<file path="src/rtl/core/wtf8sd_pkg.sv">
`default_nettype none
package wtf8sd_pkg;

   localparam int LENGTH_BITS = 32;
   localparam int COUNT_W     = (LENGTH_BITS < 32) ? LENGTH_BITS : 32;
   localparam int MAX_RESULTS = 3;
   localparam int SLOT_W      = $clog2(MAX_RESULTS);
   localparam int NUM_W       = $clog2(MAX_RESULTS + 1);

   typedef enum logic [1:0] {
      CLS_ASCII   = 2'd0,
      CLS_LATIN1  = 2'd1,
      CLS_UTF16   = 2'd2,
      CLS_INVALID = 2'd3
   } enc_class_type;

   typedef enum logic {
      KIND_UNIT   = 1'b0,
      KIND_STATUS = 1'b1
   } result_kind_type;

   typedef struct packed {
      logic        result_kind;
      logic [15:0] code_unit;
      logic [1:0]  encoding_class;
      logic [31:0] utf16_units;
      logic        run_last;
   } result_type;

   typedef struct packed {
      logic [NUM_W-1:0]                   count;
      result_type [MAX_RESULTS-1:0]       slot;
   } bundle_type;

endpackage
`default_nettype wire

</file>
<file path="src/rtl/core/wtf8sd_req_if.sv">
`default_nettype none
interface wtf8sd_req_if;
   logic       valid;
   logic       ready;
   logic [7:0] in_byte;
   logic       end_of_string;

   modport source (output valid, output in_byte, output end_of_string, input ready);
   modport sink   (input valid, input in_byte, input end_of_string, output ready);
endinterface
`default_nettype wire

</file>
<file path="src/rtl/core/wtf8sd_rsp_if.sv">
`default_nettype none
interface wtf8sd_rsp_if;
   logic        valid;
   logic        ready;
   logic        result_kind;
   logic [15:0] code_unit;
   logic [1:0]  encoding_class;
   logic [31:0] utf16_units;
   logic        run_last;

   modport source (output valid, output result_kind, output code_unit,
                   output encoding_class, output utf16_units, output run_last,
                   input ready);
   modport sink   (input valid, input result_kind, input code_unit,
                   input encoding_class, input utf16_units, input run_last,
                   output ready);
endinterface
`default_nettype wire

</file>
<file path="src/rtl/core/wtf8_stream_decoder_core.sv">
// A byte's first result is presented in the cycle after the byte is accepted.
// Throughput: one input byte per cycle while each byte yields at most one result and
//   rsp_chan is ready; a byte with n results (up to 3) stalls input until the last
//   is taken. The result queue holding one byte's results sets that rate.
// Reset (synchronous, active high) clears the decoder state, the result queue and
//   one_byte_output; string state also clears after each end-of-string byte.
`default_nettype none
module wtf8_stream_decoder_core (
   input  wire logic      clock,
   input  wire logic      reset,
   wtf8sd_req_if.sink     req_chan,
   wtf8sd_rsp_if.source   rsp_chan,
   input  wire logic      csr_write_enable,
   input  wire logic      csr_write_data
);

   logic                    one_byte_output_ff;
   logic                    advance;
   logic                    load_ready;
   wtf8sd_pkg::bundle_type  bundle;
   wtf8sd_pkg::result_type  head;

   always_ff @(posedge clock) begin
      if (reset) begin
         one_byte_output_ff <= 1'b0;
      end else if (csr_write_enable) begin
         one_byte_output_ff <= csr_write_data;
      end
   end

   assign req_chan.ready = load_ready;
   assign advance        = req_chan.valid && load_ready;

   wtf8sd_decode u_decode (
      .clock           (clock),
      .reset           (reset),
      .advance         (advance),
      .in_byte         (req_chan.in_byte),
      .end_of_string   (req_chan.end_of_string),
      .one_byte_output (one_byte_output_ff),
      .bundle          (bundle)
   );

   wtf8sd_serializer u_serializer (
      .clock      (clock),
      .reset      (reset),
      .load_valid (req_chan.valid),
      .load_ready (load_ready),
      .bundle     (bundle),
      .head_valid (rsp_chan.valid),
      .head_ready (rsp_chan.ready),
      .head       (head)
   );

   assign rsp_chan.result_kind    = head.result_kind;
   assign rsp_chan.code_unit      = head.code_unit;
   assign rsp_chan.encoding_class = head.encoding_class;
   assign rsp_chan.utf16_units    = head.utf16_units;
   assign rsp_chan.run_last       = head.run_last;

endmodule
`default_nettype wire

</file>
<file path="src/rtl/core/wtf8sd_decode.sv">
`default_nettype none
module wtf8sd_decode (
   input  wire logic                    clock,
   input  wire logic                    reset,
   input  wire logic                    advance,
   input  wire logic [7:0]              in_byte,
   input  wire logic                    end_of_string,
   input  wire logic                    one_byte_output,
   output wtf8sd_pkg::bundle_type       bundle
);

   typedef enum logic [2:0] {
      ST_ACCEPT   = 3'd0,
      ST_REJECT   = 3'd1,
      ST_NEED1    = 3'd2,
      ST_NEED2    = 3'd3,
      ST_NEED2_E0 = 3'd4,
      ST_NEED3    = 3'd5,
      ST_NEED3_F0 = 3'd6,
      ST_NEED3_F4 = 3'd7
   } dfa_state_type;

   dfa_state_type                  dfa_ff, dfa_in, step_dfa, nxt;
   logic [20:0]                    part_ff, part_in, step_part, cp, v;
   logic                           prior_ff, prior_in;
   logic                           ascii_ff, ascii_in;
   logic                           fits_ff, fits_in;
   logic                           err_ff, err_in;
   logic [wtf8sd_pkg::COUNT_W-1:0] count_ff, count_in;
   logic [wtf8sd_pkg::COUNT_W:0]   sum;
   logic [7:0]                     lo, hi;
   logic                           is_trail, is_lead;
   logic [1:0]                     n_units;
   logic [15:0]                    unit0, unit1;
   logic [1:0]                     cls;

   // one step of the generalized UTF-8 automaton
   always_comb begin
      lo        = 8'h80;
      hi        = 8'hBF;
      nxt       = ST_REJECT;
      step_part = part_ff;
      step_dfa  = ST_REJECT;
      if (dfa_ff == ST_ACCEPT) begin
         if (!in_byte[7]) begin
            step_part = 21'(in_byte);
            step_dfa  = ST_ACCEPT;
         end else if (in_byte >= 8'hC2 && in_byte <= 8'hDF) begin
            step_part = 21'(in_byte[4:0]);
            step_dfa  = ST_NEED1;
         end else if (in_byte == 8'hE0) begin
            step_part = 21'(in_byte[3:0]);
            step_dfa  = ST_NEED2_E0;
         end else if (in_byte >= 8'hE1 && in_byte <= 8'hEF) begin
            step_part = 21'(in_byte[3:0]);
            step_dfa  = ST_NEED2;
         end else if (in_byte == 8'hF0) begin
            step_part = 21'(in_byte[2:0]);
            step_dfa  = ST_NEED3_F0;
         end else if (in_byte >= 8'hF1 && in_byte <= 8'hF3) begin
            step_part = 21'(in_byte[2:0]);
            step_dfa  = ST_NEED3;
         end else if (in_byte == 8'hF4) begin
            step_part = 21'(in_byte[2:0]);
            step_dfa  = ST_NEED3_F4;
         end
      end else begin
         unique case (dfa_ff)
            ST_NEED1:    nxt = ST_ACCEPT;
            ST_NEED2:    nxt = ST_NEED1;
            ST_NEED2_E0: begin
               lo  = 8'hA0;
               nxt = ST_NEED1;
            end
            ST_NEED3:    nxt = ST_NEED2;
            ST_NEED3_F0: begin
               lo  = 8'h90;
               nxt = ST_NEED2;
            end
            ST_NEED3_F4: begin
               hi  = 8'h8F;
               nxt = ST_NEED2;
            end
            default: begin
               lo  = 8'h01;
               hi  = 8'h00;
               nxt = ST_REJECT;
            end
         endcase
         if (in_byte >= lo && in_byte <= hi) begin
            step_part = {part_ff[14:0], in_byte[5:0]};
            step_dfa  = nxt;
         end
      end
   end

   assign cp       = step_part;
   assign v        = cp - 21'h010000;
   assign is_trail = (cp >= 21'h00DC00) && (cp <= 21'h00DFFF);
   assign is_lead  = (cp >= 21'h00D800) && (cp <= 21'h00DBFF);
   assign sum      = {1'b0, count_ff}
                   + ((cp > 21'h00FFFF) ? (wtf8sd_pkg::COUNT_W+1)'(2)
                                        : (wtf8sd_pkg::COUNT_W+1)'(1));

   always_comb begin
      dfa_in   = dfa_ff;
      part_in  = part_ff;
      prior_in = prior_ff;
      ascii_in = ascii_ff;
      fits_in  = fits_ff;
      err_in   = err_ff;
      count_in = count_ff;
      n_units  = 2'd0;
      unit0    = 16'h0000;
      unit1    = 16'h0000;
      if (!err_ff) begin
         ascii_in = ascii_ff & ~in_byte[7];
         dfa_in   = step_dfa;
         part_in  = step_part;
         if (step_dfa == ST_REJECT) begin
            err_in = 1'b1;
         end else if (step_dfa == ST_ACCEPT) begin
            part_in = '0;
            if (is_trail && prior_ff) begin
               err_in = 1'b1;
            end else begin
               if (cp > 21'h0000FF) begin
                  fits_in = 1'b0;
               end
               count_in = sum[wtf8sd_pkg::COUNT_W] ? '1 : sum[wtf8sd_pkg::COUNT_W-1:0];
               prior_in = is_lead;
               if (one_byte_output) begin
                  n_units = 2'd1;
                  unit0   = {8'h00, cp[7:0]};
               end else if (cp <= 21'h00FFFF) begin
                  n_units = 2'd1;
                  unit0   = cp[15:0];
               end else begin
                  n_units = 2'd2;
                  unit0   = 16'hD800 | {6'b000000, v[19:10]};
                  unit1   = 16'hDC00 | {6'b000000, v[9:0]};
               end
            end
         end
      end
   end

   always_comb begin
      if (err_in || dfa_in != ST_ACCEPT) begin
         cls = wtf8sd_pkg::CLS_INVALID;
      end else if (ascii_in) begin
         cls = wtf8sd_pkg::CLS_ASCII;
      end else if (fits_in) begin
         cls = wtf8sd_pkg::CLS_LATIN1;
      end else begin
         cls = wtf8sd_pkg::CLS_UTF16;
      end
   end

   always_comb begin
      bundle      = '0;
      if (n_units != 2'd0) begin
         bundle.slot[0].result_kind = wtf8sd_pkg::KIND_UNIT;
         bundle.slot[0].code_unit   = unit0;
      end
      if (n_units == 2'd2) begin
         bundle.slot[1].result_kind = wtf8sd_pkg::KIND_UNIT;
         bundle.slot[1].code_unit   = unit1;
      end
      bundle.count = wtf8sd_pkg::NUM_W'(n_units);
      if (end_of_string) begin
         bundle.slot[n_units].result_kind    = wtf8sd_pkg::KIND_STATUS;
         bundle.slot[n_units].encoding_class = cls;
         bundle.slot[n_units].utf16_units    = 32'(count_in);
         bundle.count                        = wtf8sd_pkg::NUM_W'(n_units) + 2'd1;
      end
      if (bundle.count != '0) begin
         bundle.slot[wtf8sd_pkg::SLOT_W'(bundle.count - 2'd1)].run_last = 1'b1;
      end
   end

   // string state clears on the end-of-string transaction
   always_ff @(posedge clock) begin
      if (reset || (advance && end_of_string)) begin
         dfa_ff   <= ST_ACCEPT;
         part_ff  <= '0;
         prior_ff <= 1'b0;
         ascii_ff <= 1'b1;
         fits_ff  <= 1'b1;
         err_ff   <= 1'b0;
         count_ff <= '0;
      end else if (advance) begin
         dfa_ff   <= dfa_in;
         part_ff  <= part_in;
         prior_ff <= prior_in;
         ascii_ff <= ascii_in;
         fits_ff  <= fits_in;
         err_ff   <= err_in;
         count_ff <= count_in;
      end
   end

   a_clear_after_end: assert property (@(posedge clock) disable iff (reset)
      advance && end_of_string |=> dfa_ff == ST_ACCEPT && !err_ff && count_ff == '0)
      else $error("string state not cleared after end of string");

   a_error_sticky: assert property (@(posedge clock) disable iff (reset)
      err_ff && !(advance && end_of_string) |=> err_ff)
      else $error("error flag dropped inside a string");

   a_no_units_after_error: assert property (@(posedge clock) disable iff (reset)
      err_ff |-> n_units == 2'd0)
      else $error("code unit produced after an error");

   a_status_present: assert property (@(posedge clock) disable iff (reset)
      end_of_string |-> bundle.count != '0)
      else $error("end of string without a status result");

endmodule
`default_nettype wire

</file>
<file path="src/rtl/core/wtf8sd_serializer.sv">
`default_nettype none
module wtf8sd_serializer (
   input  wire logic                    clock,
   input  wire logic                    reset,
   input  wire logic                    load_valid,
   output logic                         load_ready,
   input  wire wtf8sd_pkg::bundle_type  bundle,
   output logic                         head_valid,
   input  wire logic                    head_ready,
   output wtf8sd_pkg::result_type       head
);

   logic [wtf8sd_pkg::NUM_W-1:0]                   cnt_ff;
   wtf8sd_pkg::result_type [wtf8sd_pkg::MAX_RESULTS-1:0] slot_ff;
   logic                                           pop, load;

   assign head_valid = cnt_ff != '0;
   assign head       = slot_ff[0];
   assign pop        = head_valid && head_ready;
   assign load_ready = (cnt_ff == '0) || (cnt_ff == wtf8sd_pkg::NUM_W'(1) && head_ready);
   assign load       = load_valid && load_ready;

   always_ff @(posedge clock) begin
      if (reset) begin
         cnt_ff <= '0;
      end else if (load) begin
         cnt_ff <= bundle.count;
      end else if (pop) begin
         cnt_ff <= cnt_ff - wtf8sd_pkg::NUM_W'(1);
      end
   end

   always_ff @(posedge clock) begin
      if (load) begin
         slot_ff <= bundle.slot;
      end else if (pop) begin
         for (int i = 0; i < wtf8sd_pkg::MAX_RESULTS - 1; i++) begin
            slot_ff[i] <= slot_ff[i+1];
         end
      end
   end

   a_last_flag_matches: assert property (@(posedge clock) disable iff (reset)
      head_valid |-> head.run_last == (cnt_ff == wtf8sd_pkg::NUM_W'(1)))
      else $error("run_last does not mark the final queued result");

   a_drain_to_empty: assert property (@(posedge clock) disable iff (reset)
      pop && cnt_ff == wtf8sd_pkg::NUM_W'(1) && !load |=> cnt_ff == '0)
      else $error("queue not empty after final result taken");

   a_load_count: assert property (@(posedge clock) disable iff (reset)
      load |=> cnt_ff == $past(bundle.count))
      else $error("queue count differs from loaded bundle");

endmodule
`default_nettype wire
</file>
<file path="src/flat_wrapper.sv">
// flat-port wrapper written by rule: the top's interface ports become plain ports
module wtf8_stream_decoder_core_flat 
  (clock, reset, csr_write_enable, csr_write_data, req_chan_valid, req_chan_in_byte, req_chan_end_of_string, req_chan_ready, rsp_chan_valid, rsp_chan_result_kind, rsp_chan_code_unit, rsp_chan_encoding_class, rsp_chan_utf16_units, rsp_chan_run_last, rsp_chan_ready);
  wtf8sd_req_if req_chan_i ();
  wtf8sd_rsp_if rsp_chan_i ();
  input  wire logic clock;
  input  wire logic reset;
  input  wire logic csr_write_enable;
  input  wire logic csr_write_data;
  input wire logic [$bits(req_chan_i.valid)-1:0] req_chan_valid;
  input wire logic [$bits(req_chan_i.in_byte)-1:0] req_chan_in_byte;
  input wire logic [$bits(req_chan_i.end_of_string)-1:0] req_chan_end_of_string;
  output wire logic [$bits(req_chan_i.ready)-1:0] req_chan_ready;
  output wire logic [$bits(rsp_chan_i.valid)-1:0] rsp_chan_valid;
  output wire logic [$bits(rsp_chan_i.result_kind)-1:0] rsp_chan_result_kind;
  output wire logic [$bits(rsp_chan_i.code_unit)-1:0] rsp_chan_code_unit;
  output wire logic [$bits(rsp_chan_i.encoding_class)-1:0] rsp_chan_encoding_class;
  output wire logic [$bits(rsp_chan_i.utf16_units)-1:0] rsp_chan_utf16_units;
  output wire logic [$bits(rsp_chan_i.run_last)-1:0] rsp_chan_run_last;
  input wire logic [$bits(rsp_chan_i.ready)-1:0] rsp_chan_ready;
  assign req_chan_i.valid = req_chan_valid;
  assign req_chan_i.in_byte = req_chan_in_byte;
  assign req_chan_i.end_of_string = req_chan_end_of_string;
  assign req_chan_ready = req_chan_i.ready;
  assign rsp_chan_valid = rsp_chan_i.valid;
  assign rsp_chan_result_kind = rsp_chan_i.result_kind;
  assign rsp_chan_code_unit = rsp_chan_i.code_unit;
  assign rsp_chan_encoding_class = rsp_chan_i.encoding_class;
  assign rsp_chan_utf16_units = rsp_chan_i.utf16_units;
  assign rsp_chan_run_last = rsp_chan_i.run_last;
  assign rsp_chan_i.ready = rsp_chan_ready;
  wtf8_stream_decoder_core u_core (.clock(clock), .reset(reset), .req_chan(req_chan_i), .rsp_chan(rsp_chan_i), .csr_write_enable(csr_write_enable), .csr_write_data(csr_write_data));
endmodule
</file>
<file path="config.mk">
export PLATFORM = sky130hd
export DESIGN_NAME = wtf8_stream_decoder_core_flat
export DESIGN_NICKNAME = d
export VERILOG_FILES = /design/src/rtl/core/wtf8sd_pkg.sv /design/src/rtl/core/wtf8sd_req_if.sv /design/src/rtl/core/wtf8sd_rsp_if.sv /design/src/rtl/core/wtf8_stream_decoder_core.sv /design/src/rtl/core/wtf8sd_decode.sv /design/src/rtl/core/wtf8sd_serializer.sv /design/src/flat_wrapper.sv
export SDC_FILE = /design/constraint.sdc
export NUM_CORES = 1
export LEC_CHECK = 0
export ABC_AREA = 1
export BUFFER_PORTS_ARGS = -buffer_cell sky130_fd_sc_hd__buf_4
export CAP_MARGIN = 10
export CORE_ASPECT_RATIO = 0.6
export CORE_MARGIN = 4
export CORE_UTILIZATION = 50
export DETAILED_ROUTE_END_ITERATION = 16
export GPL_TIMING_DRIVEN = 0
export MAX_ROUTING_LAYER = met4
export PLACE_DENSITY = 0.68
export RECOVER_POWER = 100
export SETUP_SLACK_MARGIN = 0.2
export SLEW_MARGIN = 10
export SYNTH_ARGS = -nofsm -noshare
export SYNTH_HDL_FRONTEND = slang
export SYNTH_SLANG_ARGS = --single-unit
</file>
<file path="constraint.sdc">
create_clock -name clock -period 6.4 [get_ports clock]
set_input_delay 0.64 -clock clock [delete_from_list [all_inputs] [get_ports clock]]
set_output_delay 0.64 -clock clock [all_outputs]
set_load 0.03 [all_outputs]
</file>
==> run_results.csv, run 1 <==
group,metric,value,unit
layout,final_net_count,1606,
drt,dr.pass1.iters,5,
placement,gp_congestion,0.984,
sta,finalWorstSetupSlack,456,ps
synth,syn_area,11500,um^2
sta,slew_viol_final,134,
power_and_ir_drop,p_int,3.40,mW
power_and_ir_drop,peakVddDrop,0.000393,V
clock_network,cts_buffer_depth,2,
placement,portBuffers,68,
synth,syn_area_per_cell,7.79,um^2
floorplan,start_util,0.515,
synth,synth_most_common_cell,"nand2_1",
setup_path,path_class,"reg2reg",
setup_path,crit_fanout,10,
setup_path,critPathRequiredTime,6680,ps
synth,async_flop_share,0,
placement,placed_area,12400,um^2
drt,drt-total-wl,33.6,mm
drt,drtIter0Drc,1089,
power_and_ir_drop,pwr-share-clk,0.173,
floorplan,die_h,125,um
synth,syn_nets,1513,
min_path,hold_path_class,"in2reg",
synth,synth_top_area_share,0.353,
grt,first_global_vias,9178,
synth,synthFlopType,"edfxtp_1",
synth,synth_common_cells,"456 x nand2_1, 157 x inv_1, 135 x edfxtp_1",
layout,diodes,0,
synth,synth_cell_type_count,45,
setup_path,critPathArrivalTime,6220,ps
synth,synth_top_area_cell,"edfxtp_1",
drt,ant_nets,0,
drt,drc_errors,0,
sta,fin_skew,11.1,ps
floorplan,core-area,22300,um^2
power_and_ir_drop,p_leak,5.51,nW
sta,fmax,0.168,GHz
grt,globalRouteOverflowTotal,0,
setup_path,critPathCaptureType,"register",
power_and_ir_drop,pwr-share-seq,0.347,
power_and_ir_drop,pwr-share-comb,0.481,
layout,syn_to_final_growth,11.7,%
setup_path,cp_slowest_cell,"fa_1",
setup_path,worst_path_largest_cell_delay,400,ps
synth,synthCells,1477,
clock_network,clkSinkCount,198,
sta,finalCriticalPeriod,5940,ps
clock_network,htreeDepth,4,
layout,instances_no_fill,1891,
synth,ys_top_cells_by_area,"edfxtp_1 35%, nand2_1 15%, dfxtp_1 11%, inv_1 5.1%, nor2_1 3.9%",
drt,vias,10200,
layout,design_area,12800,um^2
clock_network,cts-root-buf,"clkbuf_16",
clock_network,clk_pin_slew,80,ps
sta,slew_headroom,-0.587,
grt,grt_start_max_net_pins,59,
synth,yosysWarnings,0,
power_and_ir_drop,powerDensity,494,nW/um^2
placement,dp_slack,-124,ps
job,maxCapViolations,3,
drt,vias_per_cell,5.38,
setup_path,start_kind,"register",
sta,rsz0062_at_grt,"false",
floorplan,io-pin-count,69,
sta,setup_violations,0,
grt,grt_first_pass_wirelength,52.0,mm
power_and_ir_drop,switching_share,0.465,
drt,wl_per_cell,17.7,um
sta,hold_viol_final,0,
power_and_ir_drop,p_switching,2.95,mW
clock_network,clock_latency,450,ps
status,violations,"capacitance limit, slew limit",
floorplan,placementRows,42,
clock_network,cts_buffers,17,
synth,yosys_register_bits,198,
placement,post-dp-hpwl,25.7,mm
placement,place_inst,1855,
layout,drive_gt1_frac,0.118,
floorplan,dieWidth,204,um
clock_network,cts_tree,"yes",
status,status,"finished with violations",
synth,ys_seq_area_frac,0.462,
clock_network,cts_hold_buf,0,
floorplan,die-area,25600,um^2
grt,gr-usage-all-layers,0.269,
synth,synth_enable_flop_cells,135,
setup_path,cp_common_cell,"nand2_1",
grt,antenna_found_initial,0,
sta,fin_crit_sh,0.929,
sta,tightestPinTransition,2380,ps
-- cell usage in the layout, fill, tap and decap left out, types with 51 or more instances in the layout --
cell      count
nand3_1      76
clkbuf_1     97
buf_4        70
a21oi_1      51
o21ai_0      87
nor2_1      123
inv_1       158
dfxtp_1      62
nand2_1     451
edfxtp_1    135
-- worst max-delay path: cells and delay by family (launching register included) --
kind	cells	cell delay, ps
compound gates	2	410
fa+ha+maj	4	1140
simple gates	23	2900
flops	1	360
buf+inv	8	940
-- through the flow --
stage	setup TNS, ps	total power, mW	hold WS (ps)	utilization
6_report	0	6.35	385	0.575
4_1_cts	0	6.45	369	0.585
3_3_place_gp	-625	5.32	445	0.555
5_1_grt	0	6.75	369	0.575
3_5_place_dp	-1300	5.35	456	0.557
2_1_floorplan	0	4.31	431	-
-- power groups by stage --
stage	clock, mW	sequential [mW]	combinational [mW]
after floorplan	0	2.20	2.10
after global placement	0	2.24	3.08
after detailed placement	0	2.20	3.15
after CTS	1.10	2.18	3.17
after global routing	1.16	2.25	3.34
final	1.10	2.20	3.05
-- repair_timing --
| item | in CTS | in global routing |
|---|---|---|
| pin swaps | 0 | 4 |
| endpoints found under the setup margin | 41 | 129 |
| setup buffers | 0 | 4 |
| cloned | 0 | 0 |
| gates resized for setup | 6 | 27 |
-- layer usage --
layer,part of all wire,track usage,routed length (um)
met3,0.12,0.0888,4150
met1,0.50,0.429,16800
met4,0.0093,0.0523,313
met2,0.37,0.325,12300
met5,0,-,0
-- layout make-up --
type,count,area [um^2]
buffer,101,614
clock buffer,20,457
clock inverter,12,136
fill,2143,9490
inverter,173,656
multi-input combinational,1005,4940
sequential,198,5320
tap,308,385
timing repair buffer,74,342
-- state kept, by name, summed over array words and instances (netlist names) --
| register | count |
|---|---|
| u_core.u_serializer.slot_ff | 83 |
| u_core.u_decode.fits_ff | 1 |
| u_core.u_decode.dfa_ff | 3 |
| u_core.u_serializer.cnt_ff | 2 |
| u_core.u_decode.count_ff | 32 |
| u_core.u_decode.part_ff | 21 |
| u_core.u_decode.prior_ff | 1 |
| u_core.one_byte_output_ff | 1 |
| u_core.u_decode.err_ff | 1 |
| u_core.u_serializer.head | 52 |
| u_core.u_decode.ascii_ff | 1 |
-- logic make-up (layout without fill, tap and decap cells) --
kind of cell | count (synthesis) | in the layout | synth area share
simple gates | 767 | 767 | 0.295
buf+inv | 274 | 380 | 0.109
compound gates | 202 | 202 | 0.0988
flops | 198 | 198 | 0.462
fa+ha+maj | 21 | 21 | 0.0235
xor+xnor | 15 | 15 | 0.0114
-- final timing paths --
check | start | to | slack, ps | depth (start not counted)
setup / recovery | u_core.u_decode.dfa_ff[2]$_SDFFE_PP0P_ | u_core.u_serializer.head[28]$_DFFE_PP_ | 460 | 37
hold / removal | reset | u_core.one_byte_output_ff$_SDFFE_PP0P_ | 390 | 2
setup reg to reg | u_core.u_decode.dfa_ff[2]$_SDFFE_PP0P_ | u_core.u_serializer.head[28]$_DFFE_PP_ | 460 | 37
hold reg to reg | u_core.u_decode.ascii_ff$_SDFFE_PP1P_ | u_core.u_decode.ascii_ff$_SDFFE_PP1P_ | 480 | 2
Power figures use the tool's default switching activity.
==> inputs of run 2 (changes only) <==
--- a/config.mk
+++ b/config.mk
@@ -5,14 +5,12 @@
 export SDC_FILE = /design/constraint.sdc
 export NUM_CORES = 1
 export LEC_CHECK = 0
-export ABC_AREA = 1
 export BUFFER_PORTS_ARGS = -buffer_cell sky130_fd_sc_hd__buf_4
 export CAP_MARGIN = 10
-export CORE_ASPECT_RATIO = 0.6
+export CORE_ASPECT_RATIO = 1.75
 export CORE_MARGIN = 4
 export CORE_UTILIZATION = 50
 export DETAILED_ROUTE_END_ITERATION = 16
-export GPL_TIMING_DRIVEN = 0
 export MAX_ROUTING_LAYER = met4
 export PLACE_DENSITY = 0.68
 export RECOVER_POWER = 100
==> run 2 against run 1 <==
  * The run still ends with capacitance limit, slew limit left
  * Setup slack got worse by 15 ps
  * Non-clock buffer count decreased by 67
  * Via count decreased by 12%
  * Design area decreased by 7.8%
  * Highest routed layer unchanged
==> run_results.csv, run 2 <==
group,metric,value,unit
placement,placed_area,11300,um^2
setup_path,critPathRequiredTime,6580,ps
sta,slew_headroom,-1.05,
setup_path,crit_fanout,22,
synth,synth_most_common_cell,"nand2_1",
layout,final_common_cell,"nand2_1",
synth,yosysWarnings,0,
power_and_ir_drop,p_leak,4.09,nW
sta,tns,0,ps
status,violations,"capacitance limit, slew limit",
power_and_ir_drop,peakVddDrop,0.000165,V
sta,finalCriticalPeriod,5960,ps
layout,postLayoutCoreUtil,0.553,
power_and_ir_drop,powerDensity,388,nW/um^2
clock_network,cts_buffers,17,
synth,synth_common_cells,"169 x nand2_1, 135 x edfxtp_1, 71 x nor2_1",
synth,async_flop_share,0,
clock_network,cts_hold_buf,0,
clock_network,cts_buffer_depth,2,
setup_path,cp_cell_sequence,"inv_1, ha_1, or4_1, a21boi_0, ha_1, a211o_1, a21oi_2, o22ai_2, nor3_1, nor2_1, a211oi_1, o21ai_0, clkbuf_1, or2_2, a211o_1, ha_1, nand2_1, buf_4, o21ai_0",
clock_network,clock_latency,440,ps
placement,portBuffers,68,
grt,globalRouteOverflowTotal,0,
synth,synthCells,1139,
synth,ys_top_cells_by_area,"edfxtp_1 37%, dfxtp_1 12%, nand2_1 5.9%, buf_4 3.6%, o21ai_0 3.1%",
drt,drt-total-wl,29.4,mm
layout,top_register,"u_core.u_serializer.slot_ff",
layout,drive_gt1_frac,0.103,
clock_network,clkSinkCount,198,
sta,slew_viol_final,152,
synth,syn_area_per_cell,9.50,um^2
grt,grt_first_pass_wirelength,46.3,mm
synth,synthFlopType,"edfxtp_1",
synth,synth_top_area_share,0.375,
synth,syn_area,10800,um^2
layout,diodes,0,
floorplan,core-area,21400,um^2
floorplan,dieWidth,119,um
sta,fin_crit_sh,0.931,
grt,first_global_vias,8591,
setup_path,path_class,"reg2reg",
sta,whs,426,ps
floorplan,placementRows,71,
placement,post-dp-hpwl,20.5,mm
placement,gp_congestion,0.975,
min_path,hold_path_class,"in2reg",
floorplan,start_util,0.505,
drt,drc_errors,0,
sta,fmax,0.168,GHz
layout,syn_to_final_growth,9.51,%
clock_network,cts_tree,"yes",
clock_network,cts-root-buf,"clkbuf_16",
setup_path,critPathCaptureType,"register",
drt,dr.pass1.iters,4,
grt,gr-usage-all-layers,0.248,
grt,grt_start_max_net_pins,79,
layout,layout_common_cells,"168 x nand2_1, 135 x edfxtp_1, 80 x o21ai_0",
layout,fill_cells,1987,
drt,ant_nets,0,
setup_path,worst_path_largest_cell_delay,660,ps
drt,vias,8997,
synth,synth_enable_flop_cells,135,
clock_network,clk_pin_slew,70,ps
synth,synth_top_area_cell,"edfxtp_1",
job,maxCapViolations,3,
sta,setup_violations,0,
layout,final_net_count,1181,
layout,design_area,11800,um^2
synth,synth_cell_type_count,71,
floorplan,io-pin-count,69,
sta,tightestPinTransition,3080,ps
floorplan,die-area,24100,um^2
layout,largest_register_ffs,83,
setup_path,start_kind,"register",
sta,finalWorstSetupSlack,441,ps
drt,vias_per_cell,6.20,
sta,hold_viol_final,0,
grt,antenna_found_initial,1,
drt,drtIter0Drc,551,
synth,ys_seq_area_frac,0.491,
clock_network,htreeDepth,4,
setup_path,cp_slowest_cell,"or2_2",
setup_path,cp_common_cell,"ha_1",
synth,yosys_register_bits,198,
sta,fin_skew,8.77,ps
setup_path,critPathArrivalTime,6140,ps
sta,rsz0062_at_grt,"false",
placement,dp_slack,130,ps
floorplan,die_h,203,um
drt,wl_per_cell,20.3,um
status,status,"finished with violations",
synth,syn_nets,1175,
setup_path,reg2reg_setup_slack,440,ps
==> run 2: cell types whose count changed in the layout (fill, tap and decap cells not counted), sizes merged, moves of 23 or more <==
cell	change
inv	-146
o31ai	+28
and3	+24
nand2	-307
clkbuf	-28
nand3	-41
buf	-33
o21ai	-24
nor2	-72
a211oi	+23
==> run 2: power by group <==
group / internal, mW / total, mW / switching [mW]
clock: 0.619 / 1.08 / 0.462
sequential: 1.84 / 1.95 / 0.102
combinational: 0.377 / 1.57 / 1.20
==> run 2: logic make-up (layout without fill, tap and decap cells) <==
group,count (synthesis),count (layout),synth area share
AO/OA/AOI/OAI,317,317,0.199
XOR/XNOR,2,2,0.00162
buffers and inverters,147,166,0.0703
multiplexers,28,28,0.0270
AND/OR/NAND/NOR,425,425,0.185
adder cells (fa/ha/maj),22,22,0.0259
flip-flops,198,198,0.491
==> run 2: per-stage QoR <==
| stage | std cells | power (mW) |
|---|---|---|
| final | 1450 | 4.60 |
| after global routing | 1450 | 4.83 |
| after CTS | 1445 | 4.73 |
| after detailed placement | 1413 | 3.66 |
| after global placement | 1413 | 3.64 |
| after floorplan | 1139 | 3.22 |
==> run 2: area by class of cell <==
type                            count  area (um^2)  area share
Multi-Input combinational cell    794         4880       0.412
Clock buffer                       26          536      0.0452
Sequential cell                   198         5320       0.449
Clock inverter                      6         60.1     0.00507
Inverter                           26         97.6     0.00824
Timing Repair Buffer              108          591      0.0499
Tap cell                          292          365      0.0308
==> run 2: repair_timing <==
| action | 4_1_cts | 5_1_grt |
|---|---|---|
| resized for setup | 5 | 33 |
| gates cloned | 0 | 1 |
| pin swaps | 0 | 1 |
| setup buffers | 0 | 4 |
| endpoints found under the hold margin | 0 | 0 |
| endpoints found under the setup margin | 63 | 121 |
==> run 2: final timing paths <==
check	start	end	depth (start not counted)
worst max-delay path	u_core.u_decode.dfa_ff[1]$_SDFFE_PP0P_	u_core.u_serializer.head[4]$_DFFE_PP_	19
worst min register to register	u_core.u_decode.ascii_ff$_SDFFE_PP1P_	u_core.u_decode.ascii_ff$_SDFFE_PP1P_	2
worst max register to register	u_core.u_decode.dfa_ff[1]$_SDFFE_PP0P_	u_core.u_serializer.head[4]$_DFFE_PP_	19
worst min-delay path	csr_write_data	u_core.one_byte_output_ff$_SDFFE_PP0P_	3
==> run 2: critical path: cells and delay by family (launching register included) <==
kind	cells	cell delay, ps
AND/OR/NAND/NOR	5	1880
AO/OA/AOI/OAI	8	1690
buffers and inverters	3	890
adder cells (fa/ha/maj)	3	830
flip-flops	1	380
==> run 2: per-layer routing <==
layer | global-route usage | vias up | share of wire
met5 | - | - | 0
met4 | 0.122 | 0 | 0.043
met3 | 0.0399 | 88 | 0.044
met2 | 0.447 | 327 | 0.55
met1 | 0.260 | 4345 | 0.36
li1 | - | 4237 | -
